## src/hdl/jtl_pkg.sv

```systemverilog
// Shared types and constants for the JSON token lexer.
`default_nettype none

package jtl_pkg;

    typedef enum logic [1:0] {
        MODE_IDLE    = 2'd0,
        MODE_STRING  = 2'd1,
        MODE_NUMBER  = 2'd2,
        MODE_LITERAL = 2'd3
    } lex_mode_t;

    localparam logic [3:0] K_LBRACE   = 4'd0;
    localparam logic [3:0] K_RBRACE   = 4'd1;
    localparam logic [3:0] K_LBRACKET = 4'd2;
    localparam logic [3:0] K_RBRACKET = 4'd3;
    localparam logic [3:0] K_COLON    = 4'd4;
    localparam logic [3:0] K_COMMA    = 4'd5;
    localparam logic [3:0] K_STRING   = 4'd6;
    localparam logic [3:0] K_NUMBER   = 4'd7;
    localparam logic [3:0] K_NULL     = 4'd8;
    localparam logic [3:0] K_BOOL     = 4'd9;

    localparam logic [7:0] CH_LBRACE   = 8'h7B;
    localparam logic [7:0] CH_RBRACE   = 8'h7D;
    localparam logic [7:0] CH_LBRACKET = 8'h5B;
    localparam logic [7:0] CH_RBRACKET = 8'h5D;
    localparam logic [7:0] CH_COLON    = 8'h3A;
    localparam logic [7:0] CH_COMMA    = 8'h2C;
    localparam logic [7:0] CH_QUOTE    = 8'h22;
    localparam logic [7:0] CH_MINUS    = 8'h2D;
    localparam logic [7:0] CH_DOT      = 8'h2E;
    localparam logic [7:0] CH_ZERO     = 8'h30;
    localparam logic [7:0] CH_NINE     = 8'h39;
    localparam logic [7:0] CH_N        = 8'h6E;
    localparam logic [7:0] CH_T        = 8'h74;
    localparam logic [7:0] CH_F        = 8'h66;
    localparam logic [7:0] CH_BSLASH   = 8'h5C;
    localparam logic [7:0] CH_NEWLINE  = 8'h0A;

    localparam logic [2:0] SKIP_SHORT = 3'd3;
    localparam logic [2:0] SKIP_LONG  = 3'd4;

    localparam int MAX_EVENTS  = 3;
    localparam int QUEUE_DEPTH = 4;
    localparam int QUEUE_AW    = 2;

    typedef struct packed {
        logic [3:0]  kind;
        logic        begins;
        logic        ends;
        logic        has_byte;
        logic [7:0]  value_byte;
        logic        bool_true;
        logic [15:0] line_number;
        logic [15:0] column_number;
        logic        error_flag;
    } token_event_t;

    typedef struct packed {
        token_event_t [MAX_EVENTS-1:0] ev;
        logic [1:0]                    count;
    } event_bundle_t;

    function automatic token_event_t make_event(
        input logic [3:0]  kind,
        input logic        b,
        input logic        e,
        input logic        has,
        input logic [7:0]  val,
        input logic        bt,
        input logic [15:0] ln,
        input logic [15:0] col,
        input logic        err
    );
        token_event_t t;
        t.kind          = kind;
        t.begins        = b;
        t.ends          = e;
        t.has_byte      = has;
        t.value_byte    = has ? val : 8'd0;
        t.bool_true     = bt;
        t.line_number   = ln;
        t.column_number = col;
        t.error_flag    = err;
        return t;
    endfunction

    function automatic event_bundle_t add_event(
        input event_bundle_t bun,
        input token_event_t  t
    );
        event_bundle_t r;
        r             = bun;
        r.ev[r.count] = t;
        r.count       = r.count + 2'd1;
        return r;
    endfunction

endpackage

`default_nettype wire

```

## src/hdl/jtl_front.sv

```systemverilog
// Front end: lexer state and classification of each text byte into a bundle of events.
`default_nettype none

module jtl_front #(
    parameter int POSITION_BITS = 16
) (
    input  wire logic                   clk,
    input  wire logic                   rst_n,
    input  wire logic [7:0]             text_byte,
    input  wire logic                   end_of_text,
    input  wire logic                   accept,
    output jtl_pkg::event_bundle_t      bundle
);
    import jtl_pkg::*;

    localparam logic [POSITION_BITS-1:0] POS_ONE = POSITION_BITS'(1);
    localparam logic [POSITION_BITS-1:0] POS_MAX = '1;

    lex_mode_t                mode_reg, mode_next;
    logic [2:0]               skip_reg, skip_next;
    logic                     bs_reg, bs_next;
    logic [POSITION_BITS-1:0] line_reg, line_next;
    logic [POSITION_BITS-1:0] col_reg, col_next;
    logic [POSITION_BITS-1:0] tok_line_reg, tok_line_next;
    logic [POSITION_BITS-1:0] tok_col_reg, tok_col_next;

    always_ff @(posedge clk or negedge rst_n)
    begin
        if (!rst_n)
        begin
            mode_reg     <= MODE_IDLE;
            skip_reg     <= 3'd0;
            bs_reg       <= 1'b0;
            line_reg     <= POS_ONE;
            col_reg      <= '0;
            tok_line_reg <= POS_ONE;
            tok_col_reg  <= '0;
        end
        else if (accept)
        begin
            mode_reg     <= mode_next;
            skip_reg     <= skip_next;
            bs_reg       <= bs_next;
            line_reg     <= line_next;
            col_reg      <= col_next;
            tok_line_reg <= tok_line_next;
            tok_col_reg  <= tok_col_next;
        end
    end

    always_comb
    begin
        logic [POSITION_BITS-1:0] col_inc;
        logic [15:0]              tl16;
        logic [15:0]              tc16;
        logic [15:0]              il16;
        logic [15:0]              ic16;
        logic                     fresh;
        logic                     str_done;
        logic                     is_digit;

        mode_next     = mode_reg;
        skip_next     = skip_reg;
        bs_next       = bs_reg;
        tok_line_next = tok_line_reg;
        tok_col_next  = tok_col_reg;
        line_next     = line_reg;
        col_inc       = (col_reg == POS_MAX) ? col_reg : col_reg + POS_ONE;
        col_next      = col_inc;
        tl16          = 16'(tok_line_reg);
        tc16          = 16'(tok_col_reg);
        il16          = 16'(line_reg);
        ic16          = 16'(col_inc);
        fresh         = 1'b0;
        str_done      = 1'b0;
        is_digit      = (text_byte >= CH_ZERO) && (text_byte <= CH_NINE);
        bundle        = '0;

        case (mode_reg)
            MODE_STRING:
            begin
                if (bs_reg)
                begin
                    bs_next = 1'b0;
                    if (text_byte == CH_QUOTE)
                    begin
                        bundle   = add_event(bundle, make_event(K_STRING, 1'b0, 1'b0, 1'b1,
                                       CH_QUOTE, 1'b0, tl16, tc16, 1'b0));
                        str_done = 1'b1;
                    end
                    else
                    begin
                        bundle = add_event(bundle, make_event(K_STRING, 1'b0, 1'b0, 1'b1,
                                     CH_BSLASH, 1'b0, tl16, tc16, 1'b0));
                    end
                end
                if (!str_done)
                begin
                    if (text_byte == CH_BSLASH)
                    begin
                        bs_next = 1'b1;
                    end
                    else if (text_byte == CH_QUOTE)
                    begin
                        bundle    = add_event(bundle, make_event(K_STRING, 1'b0, 1'b1, 1'b0,
                                        8'd0, 1'b0, tl16, tc16, 1'b0));
                        mode_next = MODE_IDLE;
                    end
                    else
                    begin
                        bundle = add_event(bundle, make_event(K_STRING, 1'b0, 1'b0, 1'b1,
                                     text_byte, 1'b0, tl16, tc16, 1'b0));
                    end
                end
            end
            MODE_NUMBER:
            begin
                if (is_digit || text_byte == CH_DOT)
                begin
                    bundle = add_event(bundle, make_event(K_NUMBER, 1'b0, 1'b0, 1'b1,
                                 text_byte, 1'b0, tl16, tc16, 1'b0));
                end
                else
                begin
                    bundle    = add_event(bundle, make_event(K_NUMBER, 1'b0, 1'b1, 1'b0,
                                    8'd0, 1'b0, tl16, tc16, 1'b0));
                    mode_next = MODE_IDLE;
                    fresh     = 1'b1;
                end
            end
            MODE_LITERAL:
            begin
                skip_next = (skip_reg != 3'd0) ? skip_reg - 3'd1 : 3'd0;
                if (skip_next == 3'd0)
                begin
                    mode_next = MODE_IDLE;
                end
            end
            default:
            begin
                mode_next = MODE_IDLE;
                fresh     = 1'b1;
            end
        endcase

        // A byte taken while idle, or one that closes a number, starts something new.
        if (fresh)
        begin
            case (text_byte)
                CH_LBRACE:   bundle = add_event(bundle, make_event(K_LBRACE, 1'b1, 1'b1,
                                 1'b0, 8'd0, 1'b0, il16, ic16, 1'b0));
                CH_RBRACE:   bundle = add_event(bundle, make_event(K_RBRACE, 1'b1, 1'b1,
                                 1'b0, 8'd0, 1'b0, il16, ic16, 1'b0));
                CH_LBRACKET: bundle = add_event(bundle, make_event(K_LBRACKET, 1'b1, 1'b1,
                                 1'b0, 8'd0, 1'b0, il16, ic16, 1'b0));
                CH_RBRACKET: bundle = add_event(bundle, make_event(K_RBRACKET, 1'b1, 1'b1,
                                 1'b0, 8'd0, 1'b0, il16, ic16, 1'b0));
                CH_COLON:    bundle = add_event(bundle, make_event(K_COLON, 1'b1, 1'b1,
                                 1'b0, 8'd0, 1'b0, il16, ic16, 1'b0));
                CH_COMMA:    bundle = add_event(bundle, make_event(K_COMMA, 1'b1, 1'b1,
                                 1'b0, 8'd0, 1'b0, il16, ic16, 1'b0));
                CH_QUOTE:
                begin
                    tok_line_next = line_reg;
                    tok_col_next  = col_inc;
                    mode_next     = MODE_STRING;
                    bs_next       = 1'b0;
                    bundle        = add_event(bundle, make_event(K_STRING, 1'b1, 1'b0,
                                        1'b0, 8'd0, 1'b0, il16, ic16, 1'b0));
                end
                CH_N:
                begin
                    bundle    = add_event(bundle, make_event(K_NULL, 1'b1, 1'b1,
                                    1'b0, 8'd0, 1'b0, il16, ic16, 1'b0));
                    mode_next = MODE_LITERAL;
                    skip_next = SKIP_SHORT;
                end
                CH_T:
                begin
                    bundle    = add_event(bundle, make_event(K_BOOL, 1'b1, 1'b1,
                                    1'b0, 8'd0, 1'b1, il16, ic16, 1'b0));
                    mode_next = MODE_LITERAL;
                    skip_next = SKIP_SHORT;
                end
                CH_F:
                begin
                    bundle    = add_event(bundle, make_event(K_BOOL, 1'b1, 1'b1,
                                    1'b0, 8'd0, 1'b0, il16, ic16, 1'b0));
                    mode_next = MODE_LITERAL;
                    skip_next = SKIP_LONG;
                end
                default:
                begin
                    if (is_digit || text_byte == CH_MINUS)
                    begin
                        tok_line_next = line_reg;
                        tok_col_next  = col_inc;
                        mode_next     = MODE_NUMBER;
                        bundle        = add_event(bundle, make_event(K_NUMBER, 1'b1, 1'b0,
                                            1'b1, text_byte, 1'b0, il16, ic16, 1'b0));
                    end
                end
            endcase
        end

        if (text_byte == CH_NEWLINE)
        begin
            line_next = (line_reg == POS_MAX) ? line_reg : line_reg + POS_ONE;
            col_next  = '0;
        end

        // The final byte closes whatever token is still open and returns to the reset state.
        if (end_of_text)
        begin
            if (mode_next == MODE_STRING)
            begin
                if (bs_next)
                begin
                    bundle = add_event(bundle, make_event(K_STRING, 1'b0, 1'b0, 1'b1,
                                 CH_BSLASH, 1'b0, 16'(tok_line_next), 16'(tok_col_next),
                                 1'b0));
                end
                bundle = add_event(bundle, make_event(K_STRING, 1'b0, 1'b1, 1'b0, 8'd0,
                             1'b0, 16'(tok_line_next), 16'(tok_col_next), 1'b1));
            end
            else if (mode_next == MODE_NUMBER)
            begin
                bundle = add_event(bundle, make_event(K_NUMBER, 1'b0, 1'b1, 1'b0, 8'd0,
                             1'b0, 16'(tok_line_next), 16'(tok_col_next), 1'b0));
            end
            mode_next     = MODE_IDLE;
            skip_next     = 3'd0;
            bs_next       = 1'b0;
            line_next     = POS_ONE;
            col_next      = '0;
            tok_line_next = POS_ONE;
            tok_col_next  = '0;
        end
    end

endmodule

`default_nettype wire

```

## src/hdl/jtl_queue.sv

```systemverilog
// Small queue of event bundles between the front end and the back end.
`default_nettype none

module jtl_queue (
    input  wire logic                   clk,
    input  wire logic                   rst_n,
    input  wire logic                   push,
    input  wire jtl_pkg::event_bundle_t push_data,
    input  wire logic                   pop,
    output logic                        full,
    output logic                        head_valid,
    output jtl_pkg::event_bundle_t      head
);
    import jtl_pkg::*;

    event_bundle_t         entry_reg [QUEUE_DEPTH];
    logic [QUEUE_AW-1:0]   wr_ptr_reg, wr_ptr_next;
    logic [QUEUE_AW-1:0]   rd_ptr_reg, rd_ptr_next;
    logic [QUEUE_AW:0]     count_reg, count_next;

    always_ff @(posedge clk)
    begin
        if (push)
        begin
            entry_reg[wr_ptr_reg] <= push_data;
        end
    end

    always_ff @(posedge clk or negedge rst_n)
    begin
        if (!rst_n)
        begin
            wr_ptr_reg <= '0;
            rd_ptr_reg <= '0;
            count_reg  <= '0;
        end
        else
        begin
            wr_ptr_reg <= wr_ptr_next;
            rd_ptr_reg <= rd_ptr_next;
            count_reg  <= count_next;
        end
    end

    always_comb
    begin
        wr_ptr_next = push ? wr_ptr_reg + 1'b1 : wr_ptr_reg;
        rd_ptr_next = pop ? rd_ptr_reg + 1'b1 : rd_ptr_reg;
        count_next  = count_reg;
        if (push && !pop)
        begin
            count_next = count_reg + 1'b1;
        end
        else if (pop && !push)
        begin
            count_next = count_reg - 1'b1;
        end
    end

    assign full       = (count_reg == (QUEUE_AW + 1)'(QUEUE_DEPTH));
    assign head_valid = (count_reg != '0);
    assign head       = entry_reg[rd_ptr_reg];

endmodule

`default_nettype wire

```

## src/hdl/jtl_back.sv

```systemverilog
// Back end: unpacks the head bundle into single events and holds the output register.
`default_nettype none

module jtl_back (
    input  wire logic                   clk,
    input  wire logic                   rst_n,
    input  wire logic                   head_valid,
    input  wire jtl_pkg::event_bundle_t head,
    output logic                        pop,
    input  wire logic                   out_stall,
    output logic                        out_valid,
    output jtl_pkg::token_event_t       out_event,
    output logic                        out_last
);
    import jtl_pkg::*;

    logic         valid_reg, valid_next;
    logic [1:0]   idx_reg, idx_next;
    token_event_t event_reg;
    logic         last_reg;
    logic         load;
    logic         at_last;

    assign load    = head_valid && (!valid_reg || !out_stall);
    assign at_last = ((idx_reg + 2'd1) == head.count);
    assign pop     = load && at_last;

    always_comb
    begin
        valid_next = valid_reg;
        idx_next   = idx_reg;
        if (load)
        begin
            valid_next = 1'b1;
            idx_next   = at_last ? 2'd0 : idx_reg + 2'd1;
        end
        else if (!out_stall)
        begin
            valid_next = 1'b0;
        end
    end

    always_ff @(posedge clk or negedge rst_n)
    begin
        if (!rst_n)
        begin
            valid_reg <= 1'b0;
            idx_reg   <= 2'd0;
        end
        else
        begin
            valid_reg <= valid_next;
            idx_reg   <= idx_next;
        end
    end

    always_ff @(posedge clk)
    begin
        if (load)
        begin
            event_reg <= head.ev[idx_reg];
            last_reg  <= at_last;
        end
    end

    assign out_valid = valid_reg;
    assign out_event = event_reg;
    assign out_last  = last_reg;

endmodule

`default_nettype wire

```

## src/hdl/json_token_lexer.sv

```systemverilog
// Top level of the streaming JSON token lexer.
//
//   Channel  Direction  Handshake             Payload
//   input    in         in_valid / in_stall   text_byte, end_of_text
//   output   out        out_valid / out_stall token_kind .. last_of_run
//
// A byte is classified in the cycle it is taken; its events (up to three) are
// queued as one bundle and pass one by one into the back end's output register.
// While out_stall is low the back end issues one event per cycle, so the events
// of a byte leave one after another; a four-bundle queue absorbs such bursts,
// and one byte per cycle is then sustained while bytes average at most one each.
// in_stall rises only when the queue is full; a stalled output holds its event.
// Reset empties the queue and returns the lexer to line 1, column 0.
`default_nettype none

module json_token_lexer #(
    parameter int POSITION_BITS = 16
) (
    input  wire logic        clk,
    input  wire logic        rst_n,
    input  wire logic        in_valid,
    output logic             in_stall,
    input  wire logic [7:0]  text_byte,
    input  wire logic        end_of_text,
    output logic             out_valid,
    input  wire logic        out_stall,
    output logic [3:0]       token_kind,
    output logic             begins,
    output logic             ends,
    output logic             has_byte,
    output logic [7:0]       value_byte,
    output logic             bool_true,
    output logic [15:0]      line_number,
    output logic [15:0]      column_number,
    output logic             error_flag,
    output logic             last_of_run
);
    import jtl_pkg::*;

    event_bundle_t bundle;
    event_bundle_t head;
    token_event_t  out_event;
    logic          accept;
    logic          push;
    logic          pop;
    logic          full;
    logic          head_valid;

    assign in_stall = full;
    assign accept   = in_valid && !full;
    assign push     = accept && (bundle.count != 2'd0);

    jtl_front #(
        .POSITION_BITS(POSITION_BITS)
    ) u_front (
        .clk        (clk),
        .rst_n      (rst_n),
        .text_byte  (text_byte),
        .end_of_text(end_of_text),
        .accept     (accept),
        .bundle     (bundle)
    );

    jtl_queue u_queue (
        .clk       (clk),
        .rst_n     (rst_n),
        .push      (push),
        .push_data (bundle),
        .pop       (pop),
        .full      (full),
        .head_valid(head_valid),
        .head      (head)
    );

    jtl_back u_back (
        .clk       (clk),
        .rst_n     (rst_n),
        .head_valid(head_valid),
        .head      (head),
        .pop       (pop),
        .out_stall (out_stall),
        .out_valid (out_valid),
        .out_event (out_event),
        .out_last  (last_of_run)
    );

    assign token_kind    = out_event.kind;
    assign begins        = out_event.begins;
    assign ends          = out_event.ends;
    assign has_byte      = out_event.has_byte;
    assign value_byte    = out_event.value_byte;
    assign bool_true     = out_event.bool_true;
    assign line_number   = out_event.line_number;
    assign column_number = out_event.column_number;
    assign error_flag    = out_event.error_flag;

endmodule

`default_nettype wire

```

## config.mk

```make
export PLATFORM = sky130hd
export DESIGN_NAME = json_token_lexer
export DESIGN_NICKNAME = d
export VERILOG_FILES = /design/src/hdl/jtl_pkg.sv /design/src/hdl/jtl_front.sv /design/src/hdl/jtl_queue.sv /design/src/hdl/jtl_back.sv /design/src/hdl/json_token_lexer.sv
export SDC_FILE = /design/constraint.sdc
export NUM_CORES = 1
export LEC_CHECK = 0
export BUFFER_PORTS_ARGS = -buffer_cell sky130_fd_sc_hd__buf_2
export CAP_MARGIN = 20
export CORE_ASPECT_RATIO = 1.2
export CORE_UTILIZATION = 60
export DETAILED_ROUTE_END_ITERATION = 10
export PLACE_DENSITY_LB_ADDON = 0.08
export SETUP_SLACK_MARGIN = 0.02
export SYNTH_ARGS = -nofsm -noshare
export SYNTH_HDL_FRONTEND = slang
export SYNTH_HIERARCHICAL = 1
export SYNTH_SLANG_ARGS = --single-unit
```

## constraint.sdc

```tcl
create_clock -name clk -period 9.3 [get_ports clk]
set_clock_uncertainty 0.15 [all_clocks]
set_input_delay 0.465 -clock clk [delete_from_list [all_inputs] [get_ports clk]]
set_output_delay 0.465 -clock clk [all_outputs]
set_load 0.02 [all_outputs]
```

==> reports/metrics.yaml <==
synthesis:
  synth_nets: 1921
  syn_area_sq_um: 31530
  yosysTopAreaCell: "edfxtp_1"
  ys_top_cells_by_area: "edfxtp_1 (62%), mux4_2 (11%), dfrtp_1 (6.2%), mux2i_1 (2.1%), a22o_1 (1.6%)"
  synth_top_area_share: 0.6152
  syn_avg_cell_area_sq_um: 16.74
  ys_warn_count: 6
  synth-seq-area-share: 0.6788
  synth_most_common_cell: "edfxtp_1"
  synth-main-ff-cell: "edfxtp_1"
  synth_common_cells: "edfxtp_1 (646), mux4_2 (149), nand2_1 (108), dfrtp_1 (78), mux2i_1 (65)"
  ys_seq_elements: 726
  synth.distinct_cells: 94
  synth_edf_count: 646
  synth_cells: 1884
  async_reset_ff_frac: 0.1102
cells_and_area:
  diodes: 0
  fin_cells: 2684
  largest_reg_flops: 596
  nets: 1966
  final_area_sq_um: 34890
  nFillCells: 3563
  multi_input_area_sq_um: 9343
  regArea_sq_um: 21420
  syn2layout_area_growth_pct: 10.66
  drive_above_1_share: 0.2063
pwr:
  ir_drop_v: 0.0001933
  switching_share: 0.2876
  pwr-share-seq: 0.446
  power_uw: 9237
  switching_power_uw: 2657
  pwr-share-clk: 0.330
  p_int_uw: 6580
  powerDensity_nw_per_um2: 264.7
  p_comb_frac: 0.223
  leakage_uw: 0.01214
routing:
  first_pass_iters: 5
  dr_wl_met3_mm: 4.198
  wl_met1_mm: 29.75
  drc: 0
  drt-total-wl_mm: 72.81
  ant_nets: 0
  wl_met2_mm: 36.72
  first_iter_violations: 1450
  num_vias: 17380
  vias_per_cell: 6.474
  dr.max_layer_used: "met5"
  routedWlPerCell_um: 27.13
global_routing:
  grt_max_degree: 107
  antenna_found_initial: 1
  grt_pass1_vias: 17860
  grt.overflow.total: 0
  track_usage: 0.2830
  grt_pass1_wl_mm: 110.2
timing:
  period_needed_ns: 6.763
  period_share: 0.7272
  hold_viol_final: 0
  fmax_ghz: 0.1479
  max_slew.worst_pin.slew_ns: 1.257
  maxSlewHeadroom: 0.1622
  finalSetupViolations: 0
  tns_ns: 0
  rsz0062_at_grt: "false"
  slew_violations: 0
floorplanning:
  fp.dieH_um: 253.1
  io-pin-count: 65
  std_cell_rows: 91
  die_w_um: 211.3
  core_sq_um: 51690
  initial_core_util: 0.6100
  die_area_sq_um: 53480
setup_path:
  start_kind: "register"
  worst-setup-path-type: "register to register"
  slowest_stage: "and2_4"
  r2r_cells: 16
  cp_max_fo: 55
  r2r-end: "u_queue/entry_reg[0][91]$_DFFE_PP_"
  cp_top_family: "compound AO/OA/AOI/OAI gates"
  cp-end-kind: "register"
  critPathBufInv: 5
  worst-endpoint-arrival_ns: 6.89
  crit_required_ns: 9.42
  cp_cell_sequence: "clkinv_1 -> ha_1 -> o21a_1 -> o21ai_0 -> inv_1 -> ha_1 -> mux2i_1 -> inv_1 -> ha_1 -> inv_1 -> a21o_1 -> ha_1 -> a221oi_1 -> o21a_1 -> and2_4 -> buf_4"
  rr_startpoint: "u_front/bs_reg$_DFFE_PN0P_"
  ff2ff_setup_slack_ns: 2.54
  slowest_delay_ns: 0.84
  cp_common_cell: "ha_1"
cts:
  root_buffer: "clkbuf_16"
  htreeDepth: 3
  cts.sink_count: 726
  postCtsSetupBuffers: 0
  cts_tree: "yes"
  post_cts_resize_count: 0
  ctsHoldBuffers: 2
  cts_made_buffers: 71
  clk_path_buf_depth: 3
  worstSkewPairLatency_ns: 0.63
  clk_pin_slew_worst_paths_ns: 0.06
hold_path:
  hp-start: "in_valid"
  holdPathStages: 4
  holdPathEnd: "u_front/tok_line_reg[0]$_DFFE_PN1P_"
  min_path_type: "primary input to register"
place:
  hpwl_mm: 42.67
  placed_area_sq_um: 32370
  numPortBuffers: 64
  placed_cells: 2551
  gp_congestion: 0.8751
job:
  maxCapViolCount: 0
outcome:
  status: "finished, final reports clean"
-- worst max path at each step --
stage | cells past startpoint | slack [ns] | from | to
detailed placement | 18 | 2.17 | text_byte[4] | u_queue/entry_reg[0][45]$_DFFE_PP_
floorplan | 17 | 1.08 | text_byte[1] | u_queue/entry_reg[0][0]$_DFFE_PP_
CTS | 16 | 2.59 | u_front/bs_reg$_DFFE_PN0P_ | u_queue/entry_reg[0][91]$_DFFE_PP_
global route | 16 | 2.12 | u_front/bs_reg$_DFFE_PN0P_ | u_queue/entry_reg[0][91]$_DFFE_PP_
finish | 16 | 2.54 | u_front/bs_reg$_DFFE_PN0P_ | u_queue/entry_reg[0][91]$_DFFE_PP_
global placement | 18 | 2.23 | text_byte[2] | u_queue/entry_reg[0][141]$_DFFE_PP_
-- metal layers --
layer	track usage	vias to the layer above
met4	0.1052	2
met5	0	-
met1	0.3830	8957
met3	0.04130	139
met2	0.4697	612
li1	-	7666
-- power groups by stage --
stage	Combinational [uW]	Sequential [uW]	Clock (uW)
finish	2060	4120	3050
global route	2220	4160	3220
CTS	2100	4130	3110
detailed placement	2090	4190	0
global placement	2070	4180	0
floorplan	1520	4190	0
-- worst register-to-register path, delay by kind of cell, from the launching register on --
kind | cells | cell delay [ns]
flip-flops | 1 | 0.59
adder cells (fa/ha/maj) | 4 | 1.28
AND/OR/NAND/NOR | 1 | 0.84
buffers and inverters | 5 | 1.20
AO/OA/AOI/OAI | 5 | 2.04
multiplexers | 1 | 0.32
-- kinds of logic (layout without fill, tap and decap cells) --
group                      count (synthesis)  count (layout)  synth area share
DFF                                      726             726            0.6788
buffers and inverters                    160             263           0.02607
and+or+nand+nor                          322             322           0.05269
xor gates and xnor gates                  38              38           0.01079
other                                      1               1         0.0001189
adders and majority gates                 24              24          0.009761
muxes                                    226             226            0.1324
AOI/OAI and AO/OA                        387             387           0.08944
-- area by class of cell --
class / count / share of cell area
clock buffers: 87 / 0.05475
clock inverters: 44 / 0.01696
inverters: 34 / 0.003657
multi-input cells: 998 / 0.2677
flip-flops and latches: 726 / 0.6137
well taps: 697 / 0.02499
repair buffers: 98 / 0.01814
-- stage by stage --
| stage | setup WS, ns | utilization | hold WS, ns |
|---|---|---|---|
| after detailed placement | 2.165 | 0.6262 | 0.3296 |
| after global routing | 2.116 | 0.6750 | 0.2062 |
| after floorplan | 1.075 | - | 0.01941 |
| final | 2.537 | 0.6750 | 0.1776 |
| after global placement | 2.229 | 0.6262 | 0.3188 |
| after CTS | 2.593 | 0.6750 | 0.1456 |
-- cell usage in the layout (no fill, tap or decap), types with 25 or more instances in the layout --
cell / instances
edfxtp_1: 646
mux4_2: 149
nand2_1: 108
clkbuf_16: 74
dfrtp_1: 74
mux2i_1: 65
buf_2: 63
nor2_1: 63
a22o_1: 57
o21ai_1: 53
o21ai_0: 51
o2bb2ai_1: 48
a21oi_1: 40
inv_1: 32
buf_4: 29
a22oi_1: 25
Note: power is estimated with default switching activity, not from simulation.
